==> src/sv/rmc_pkg.sv <==
// ----------------------------------------------------------------------------
// rmc_pkg
// Shared types and constants for the radiation memory convolution core.
// ----------------------------------------------------------------------------
package rmc_pkg;

    localparam int NUM_AXES   = 6;
    localparam int AXIS_W     = 3;
    localparam int FORCE_W    = 48;
    localparam int TS_W       = 32;
    localparam int CHUNK_W    = 32;
    // The scaled sum carries 60 fractional bits and the force keeps 8.
    localparam int FRAC_SHIFT = 52;
    localparam int ROUND_BIT  = 51;

    localparam logic [FORCE_W-1:0] SAT_POS = 48'h7FFF_FFFF_FFFF;
    localparam logic [FORCE_W-1:0] SAT_NEG = 48'h8000_0000_0000;
    localparam logic [TS_W-1:0]    TS_RESET = 32'd42949673;

    localparam logic MODE_SAMPLE = 1'b0;
    localparam logic MODE_LOAD   = 1'b1;

    typedef enum logic [2:0] {
        ST_IDLE,
        ST_MAC,
        ST_DRAIN,
        ST_SCALE_GO,
        ST_SCALE_WAIT,
        ST_PUSH
    } core_state_t;

    typedef enum logic [2:0] {
        SC_IDLE,
        SC_MUL,
        SC_ADD,
        SC_RND,
        SC_SAT
    } scale_state_t;

    typedef struct packed {
        logic                acc_clr;
        logic                issue;
        logic [AXIS_W-1:0]   axis;
    } lane_ctrl_t;

endpackage

==> src/sv/rmc_scale.sv <==
// ----------------------------------------------------------------------------
// rmc_scale
// Multiplies one lane sum by the time step 32 bits at a time, then rounds
// and saturates to the force format.
// ----------------------------------------------------------------------------
module rmc_scale
    import rmc_pkg::*;
#(
    parameter int ACC_W = 75
) (
    input  logic                    clk,
    input  logic                    rst_n,
    input  logic                    start,
    input  logic signed [ACC_W-1:0] acc_in,
    input  logic [TS_W-1:0]         time_step,
    output logic                    done,
    output logic [FORCE_W-1:0]      result
);

    localparam int MAG_W = ACC_W + 1;
    localparam int NCH   = (MAG_W + CHUNK_W - 1) / CHUNK_W;
    localparam int PADW  = NCH * CHUNK_W;
    localparam int RW    = PADW + 96;
    localparam int QW    = RW - FRAC_SHIFT;
    localparam int CW    = (NCH > 1) ? $clog2(NCH) : 1;

    scale_state_t              state_reg, state_next;
    logic                      neg_reg, neg_next;
    logic [PADW-1:0]           mag_reg, mag_next;
    logic [CW-1:0]             cnt_reg, cnt_next;
    logic [2*CHUNK_W-1:0]      prod_reg, prod_next;
    logic [RW-1:0]             r_reg, r_next;
    logic [FORCE_W-1:0]        res_reg, res_next;
    logic                      done_reg, done_next;
    logic [MAG_W-1:0]          ext;
    logic [MAG_W-1:0]          mag_abs;
    logic [QW-1:0]             q;
    logic                      big;

    always_comb
    begin
        state_next = state_reg;
        neg_next   = neg_reg;
        mag_next   = mag_reg;
        cnt_next   = cnt_reg;
        prod_next  = prod_reg;
        r_next     = r_reg;
        res_next   = res_reg;
        done_next  = 1'b0;
        ext        = {acc_in[ACC_W-1], acc_in};
        // The magnitude is formed at the extended sum width, then zero-padded.
        mag_abs    = acc_in[ACC_W-1] ? (~ext + 1'b1) : ext;
        q          = r_reg[RW-1:FRAC_SHIFT];
        big        = |q[QW-1:FORCE_W-1];
        case (state_reg)
            SC_IDLE:
            begin
                if (start)
                begin
                    neg_next   = acc_in[ACC_W-1];
                    mag_next   = PADW'(mag_abs);
                    cnt_next   = CW'(NCH - 1);
                    r_next     = '0;
                    state_next = SC_MUL;
                end
            end
            SC_MUL:
            begin
                prod_next  = (2*CHUNK_W)'(mag_reg[cnt_reg*CHUNK_W +: CHUNK_W])
                           * (2*CHUNK_W)'(time_step);
                state_next = SC_ADD;
            end
            SC_ADD:
            begin
                r_next = (r_reg << CHUNK_W) + RW'(prod_reg);
                if (cnt_reg == '0)
                begin
                    state_next = SC_RND;
                end
                else
                begin
                    cnt_next   = cnt_reg - 1'b1;
                    state_next = SC_MUL;
                end
            end
            SC_RND:
            begin
                // Half an output LSB, so the truncation rounds ties away from zero.
                r_next     = r_reg + (RW'(1) << ROUND_BIT);
                state_next = SC_SAT;
            end
            SC_SAT:
            begin
                if (neg_reg)
                begin
                    res_next = big ? SAT_NEG : (~q[FORCE_W-1:0] + 1'b1);
                end
                else
                begin
                    res_next = big ? SAT_POS : q[FORCE_W-1:0];
                end
                done_next  = 1'b1;
                state_next = SC_IDLE;
            end
            default:
            begin
                state_next = SC_IDLE;
            end
        endcase
    end

    always_ff @(posedge clk or negedge rst_n)
    begin
        if (!rst_n)
        begin
            state_reg <= SC_IDLE;
            done_reg  <= 1'b0;
        end
        else
        begin
            state_reg <= state_next;
            done_reg  <= done_next;
        end
    end

    always_ff @(posedge clk)
    begin
        neg_reg  <= neg_next;
        mag_reg  <= mag_next;
        cnt_reg  <= cnt_next;
        prod_reg <= prod_next;
        r_reg    <= r_next;
        res_reg  <= res_next;
    end

    assign done   = done_reg;
    assign result = res_reg;

endmodule

==> config.mk <==
export PLATFORM = sky130hd
export DESIGN_NAME = rmc_scale
export DESIGN_NICKNAME = d
export VERILOG_FILES = /design/src/sv/rmc_pkg.sv /design/src/sv/rmc_scale.sv
export SDC_FILE = /design/constraint.sdc
export NUM_CORES = 2
export LEC_CHECK = 0
export BUFFER_PORTS_ARGS = -buffer_cell sky130_fd_sc_hd__buf_2
export CORE_MARGIN = 2
export CORE_UTILIZATION = 60
export DETAILED_ROUTE_END_ITERATION = 12
export GPL_TIMING_DRIVEN = 1
export PLACE_DENSITY = 0.77
export SLEW_MARGIN = 20
export SYNTH_ARGS = -nofsm -noshare
export SYNTH_HDL_FRONTEND = slang
export SYNTH_SLANG_ARGS = --single-unit
==> constraint.sdc <==
create_clock -name clk -period 10.15 [get_ports clk]
set_input_delay 2.03 -clock clk [delete_from_list [all_inputs] [get_ports clk]]
set_output_delay 2.03 -clock clk [all_outputs]
set_load 0.02 [all_outputs]
==> Word level (Yosys, flattened, before mapping) <==
Cells that the tools add are included.
{ "totals": {"ff_bits": 387, "in_bits": 110, "out_inout_bits": 49, "elab_cells": 45} }
{ "classes": {"n_addsub": 5, "mul": 1, "eq_ne": 6, "shifts": 1, "mux": 13, "bitwise_logic": 2, "reduce_logical": 8} }
{ "op_table": {"columns": ["op", "n"], "rows": [
  ["$pmux 192 s3", 1],
  ["$add 192x52->192 const B", 1],
  ["$add 192x64->192", 1],
  ["$mux 192", 1],
  ["$mux 48", 3],
  ["$shiftx 96x8->32", 1],
  ["$reduce_or 93->1", 1],
  ["$add 76x1->76 const B", 1],
  ["$not 76->76", 1],
  ["$mux 74", 1],
  ["$mul 32x32->64", 1],
  ["$add 48x1->48 const B", 1],
  ["$not 48->48", 1],
  ["$pmux 3 s4", 1],
  ["$eq 3x2->1 const B", 2],
  ["$mux 2", 3],
  ["$ne 2x2->1 const B", 2],
  ["$pmux 2 s2", 1],
  ["$reduce_and 2->1", 2],
  ["$eq 3x1->1 const B", 1],
  ["$eq 3x3->1 const B", 1],
  ["$logic_not 3->1", 1],
  ["$mux 3", 1],
  ["$reduce_and 3->1", 1],
  ["other kinds (5)", 5]
]} }

==> Depth between registers and ports, before layout <==
{ "depth": {"word_depth": 4, "ltp_mapped": 36, "depth_no_buf": 32} }

==> Least setup slack after synthesis <==
OpenSTA, ideal clock, no wires.
{ "synth_timing": {"path_kind": "input to register", "from": "in start", "to": "reg mag_reg[0] (enable)", "setup_time_ns": 0.729, "t_arrival_ns": 9.812, "required_ns": 9.421, "path_slack_ns": -0.391, "cell_stages": 1, "n_path_buf": 0, "path_cell_list": "nor4b_1"} }
{ "synth_between": {"elab_chain_len": 1} }
{ "synth_rtl": {"columns": ["element", "line_no", "text"], "rows": [
  ["from (decl)", "rmc_scale.sv:13", "input logic start,"],
  ["$reduce_and 2->1 (no line)", null, null],
  ["to (signal assigned)", "rmc_scale.sv:129", "mag_reg <= mag_next;"],
  ["to (decl)", "rmc_scale.sv:29", "logic [PADW-1:0] mag_reg, mag_next;"]
]} }
No other way between the ends.
A chain may end at the register's enable or synchronous reset.

==> Worst setup path after layout <==
{ "layout_timing": {"from": "reg cnt_reg[1]", "to": "reg prod_reg[62] (data pin)"} }
{ "layout_between": {"elab_chain_len": 2} }
{ "layout_rtl": {"columns": ["element", "line_no", "text"], "rows": [
  ["from (decl)", "rmc_scale.sv:30", "logic [CW-1:0] cnt_reg, cnt_next;"],
  ["from (signal assigned)", "rmc_scale.sv:130", "cnt_reg <= cnt_next;"],
  ["$shiftx 96x8->32", "rmc_scale.sv:69", "prod_next = (2*CHUNK_W)'(mag_reg[cnt_reg*CHUNK_W +: CHUNK_W])"],
  ["$mul 32x32->64", "rmc_scale.sv:70", "* (2*CHUNK_W)'(time_step);"],
  ["to (signal assigned)", "rmc_scale.sv:131", "prod_reg <= prod_next;"],
  ["to (decl)", "rmc_scale.sv:31", "logic [2*CHUNK_W-1:0] prod_reg, prod_next;"]
]} }
No other way between the ends.

==> flow_summary.toml <==
[placed_design]
placement.io_buffers = 158
place_hpwl_um = 144000
gp_weighted_congestion = 1.02

[worst_setup_path]
critical_path.most_common_cell = "fa_1"
buffers_plus_inverters_on_the_worst_setup_path = 6
cpLargestDelayFamily = "adder cells"
worst_ep_arrival_time_ns = 10.10
critical_path_required_ns = 10.49
end_kind = "flip-flop"
critical_path.reg2reg.endpoint = "prod_reg[62]$_DFFE_PP_"
r2r_setup_slack_ns = 0.38
critPathMaxStageDelay_ns = 0.75
ff2ff_path_depth = 26
startpoint_class = "flip-flop"
r2r_start = "cnt_reg[1]$_SDFFCE_PN1P_"
critPathKind = "reg2reg"
critical_path_peak_fanout = 32
critical_path_depth = 26
timing.critical_path.slowest_stage_cell = "edfxtp_1"

[floorplanning]
floorplan.die_area_um2 = 100000
initial_core_util_pct = 60.5
die_h_um = 316
floorplan.die.width_um = 316
num_io_pins = 159
coreArea_um2 = 96700
floorplan.rows = 114

[clock_network]
root_buffer = "clkbuf_16"
insertion_delay_ns = 0.64
cts_max_path_buffers = 3
cts-resized-gates = 0
number_of_hold_buffers_added_after_cts = 0
clock_sinks = 387
h-tree-depth = 2
cts_setup_buffers = 0
cts_inserted_buffers = 47
tritoncts_clock_tree = "done"
worst_setup_hold_path_clk_slew_ns = 0.06

[drt]
drtPass1Iterations = 7
dr.first_iter.drc_count = 4226
drt_wl_total_um = 186000
detail_route.drc_violations = 0
avgRoutedWirePerCell_um = 24.4
dr_total_vias = 46900
ant_nets = 0
via_per_inst = 6.15

[yosys]
top_area_cell_type_share_of_the_netlist_area_pct = 30.7
most_area_hungry_cell_type_in_the_yosys_netlist = "fa_1"
synth_top_cells_by_area = "fa_1, edfxtp_1, and2_1, ha_1, inv_1"
syn-mean-instance-area_um2 = 9.24
syn-cell-area_um2 = 58500
post_synth_most_frequent_cells = "inv_1, fa_1, nand2_1"
share_of_synthesized_registers_carrying_an_async_set_or_reset_pct = 1.03
synth.ff_latch_count = 387
synth_top_flop_cell = "edfxtp_1"
netlist-cell-type-count = 76
yosysWarnings = 0
synthesis.nets = 7640
postSynthCellCount = 6333
synth_edf_count = 383
synth.yosys.seq_area_share_pct = 19.8
synth.most_common_cell = "inv_1"

[global_route]
first_pass_grt_wire_length_um = 286000
track_usage_pct = 37.7
antenna_violations_before_repair = 9
grt_pass1_vias = 48700
grt_start_max_net_pins = 81
grt_remaining_overflow = 0

[timing]
fmaxAchievable_mhz = 102
setup_viol = 0
worst_slew_pin_slew_ns = 1.26
hold_viol_final = 0
slew_viols_final = 0
final_critical_period_ns = 9.77
clock-skew-final_ns = 0.0840
slew_headroom_pct = 14.7
finalCritPeriodShare_pct = 96.2
fin_hold_ws_ns = 0.560
finalSetupTns_ns = 0
setup_repair_after_global_routing_missed_its_margin = "false"

[layout]
area_growth_syn_to_layout_pct = 7.08
final_layout_size_suffix_gt1_share_pct = 7.65
finish.net_count = 7610
fillCellCount = 7999
largest_register_ffs = 192

[min_path]
min-delay-start = "prod_reg[6]$_DFFE_PP_"
hold_path_end = "r_reg[6]$_DFFE_PP_"
worst_hold_path.num_cells = 1
worstHoldPathType = "reg2reg"

[run_status]
status = "complete, no violations"

[run]
maxCapViolations = 0
cells in the final DEF (no fill, tap or decap), types with 18 or more instances in the layout:
master     instances
fa_1             897
o21bai_1          19
nor3_1            90
nor2_1           221
clkbuf_16         47
a21oi_1          129
edfxtp_1         383
buf_2            158
nor2_2            21
xnor2_1          264
ha_1             300
or2_2             18
nand3_1          143
nand2b_1          18
nand4_1          118
o31ai_1           29
or3_1             51
and3_1           104
and4_1            18
xor2_1           169
or4_1             33
o22ai_1          114
a21o_1            58
a31oi_1           18
o21ai_0          104
nor4_1            83
inv_1            954
mux2i_1           42
and2_1           619
nand2_1          702
buf_4            154
cell families (layout without fill, tap and decap cells):
family | after synthesis | count (layout) | share of synthesized area, %
mux | 42 | 42 | 0.718
buf+inv | 1359 | 1368 | 8.72
fa+ha+maj | 1197 | 1197 | 37.1
flops | 387 | 387 | 19.8
compound gates | 607 | 607 | 6.70
other cells | 1 | 6 | 0.00641
xor+xnor | 433 | 433 | 6.48
simple gates | 2307 | 2307 | 20.5
through the flow:
step                      cell area (um^2)  setup WS, ns  util, %  instances
final                                62700         0.383     64.8       7623
after global routing                 62700        0.0175     64.8       7620
after CTS                            62700         0.486     64.8       7618
after detailed placement             61000         0.118     63.1       7530
after global placement               61000         0.254     63.1       7530
after floorplan                      58500         0.833        -       6333
layer usage:
| layer | share of wire (%) | vias to the layer above | global-route usage, % |
|---|---|---|---|
| met5 | 0.031 | - | 0 |
| met4 | 6.3 | 8 | 20.2 |
| met3 | 9.1 | 622 | 7.64 |
| met2 | 47 | 2499 | 61.5 |
| met1 | 37 | 23400 | 47.5 |
| li1 | - | 20400 | - |
area by class of cell:
class | instances | area [um^2] | share of cell area, %
Antenna cell | 5 | 12.5 | 0.0200
Clock buffer | 54 | 1200 | 1.92
Clock inverter | 34 | 429 | 0.685
Inverter | 955 | 3580 | 5.72
Multi-Input combinational cell | 4587 | 42000 | 67.1
Sequential cell | 387 | 11600 | 18.5
Tap cell | 1276 | 1600 | 2.55
Timing Repair Buffer | 325 | 2210 | 3.52
worst max path at each step:
stage	from	end	slack [ns]
2_1_floorplan	time_step[7]	prod_reg[62]$_DFFE_PP_	0.83
3_3_place_gp	time_step[6]	prod_reg[62]$_DFFE_PP_	0.25
3_5_place_dp	time_step[7]	prod_reg[62]$_DFFE_PP_	0.12
4_1_cts	cnt_reg[1]$_SDFFCE_PN1P_	prod_reg[62]$_DFFE_PP_	0.49
5_1_grt	cnt_reg[1]$_SDFFCE_PN1P_	prod_reg[62]$_DFFE_PP_	0.02
6_report	cnt_reg[1]$_SDFFCE_PN1P_	prod_reg[62]$_DFFE_PP_	0.38
Power is not shown: default switching activity piles up to over one toggle a cycle in this logic, so the estimate is an artifact.
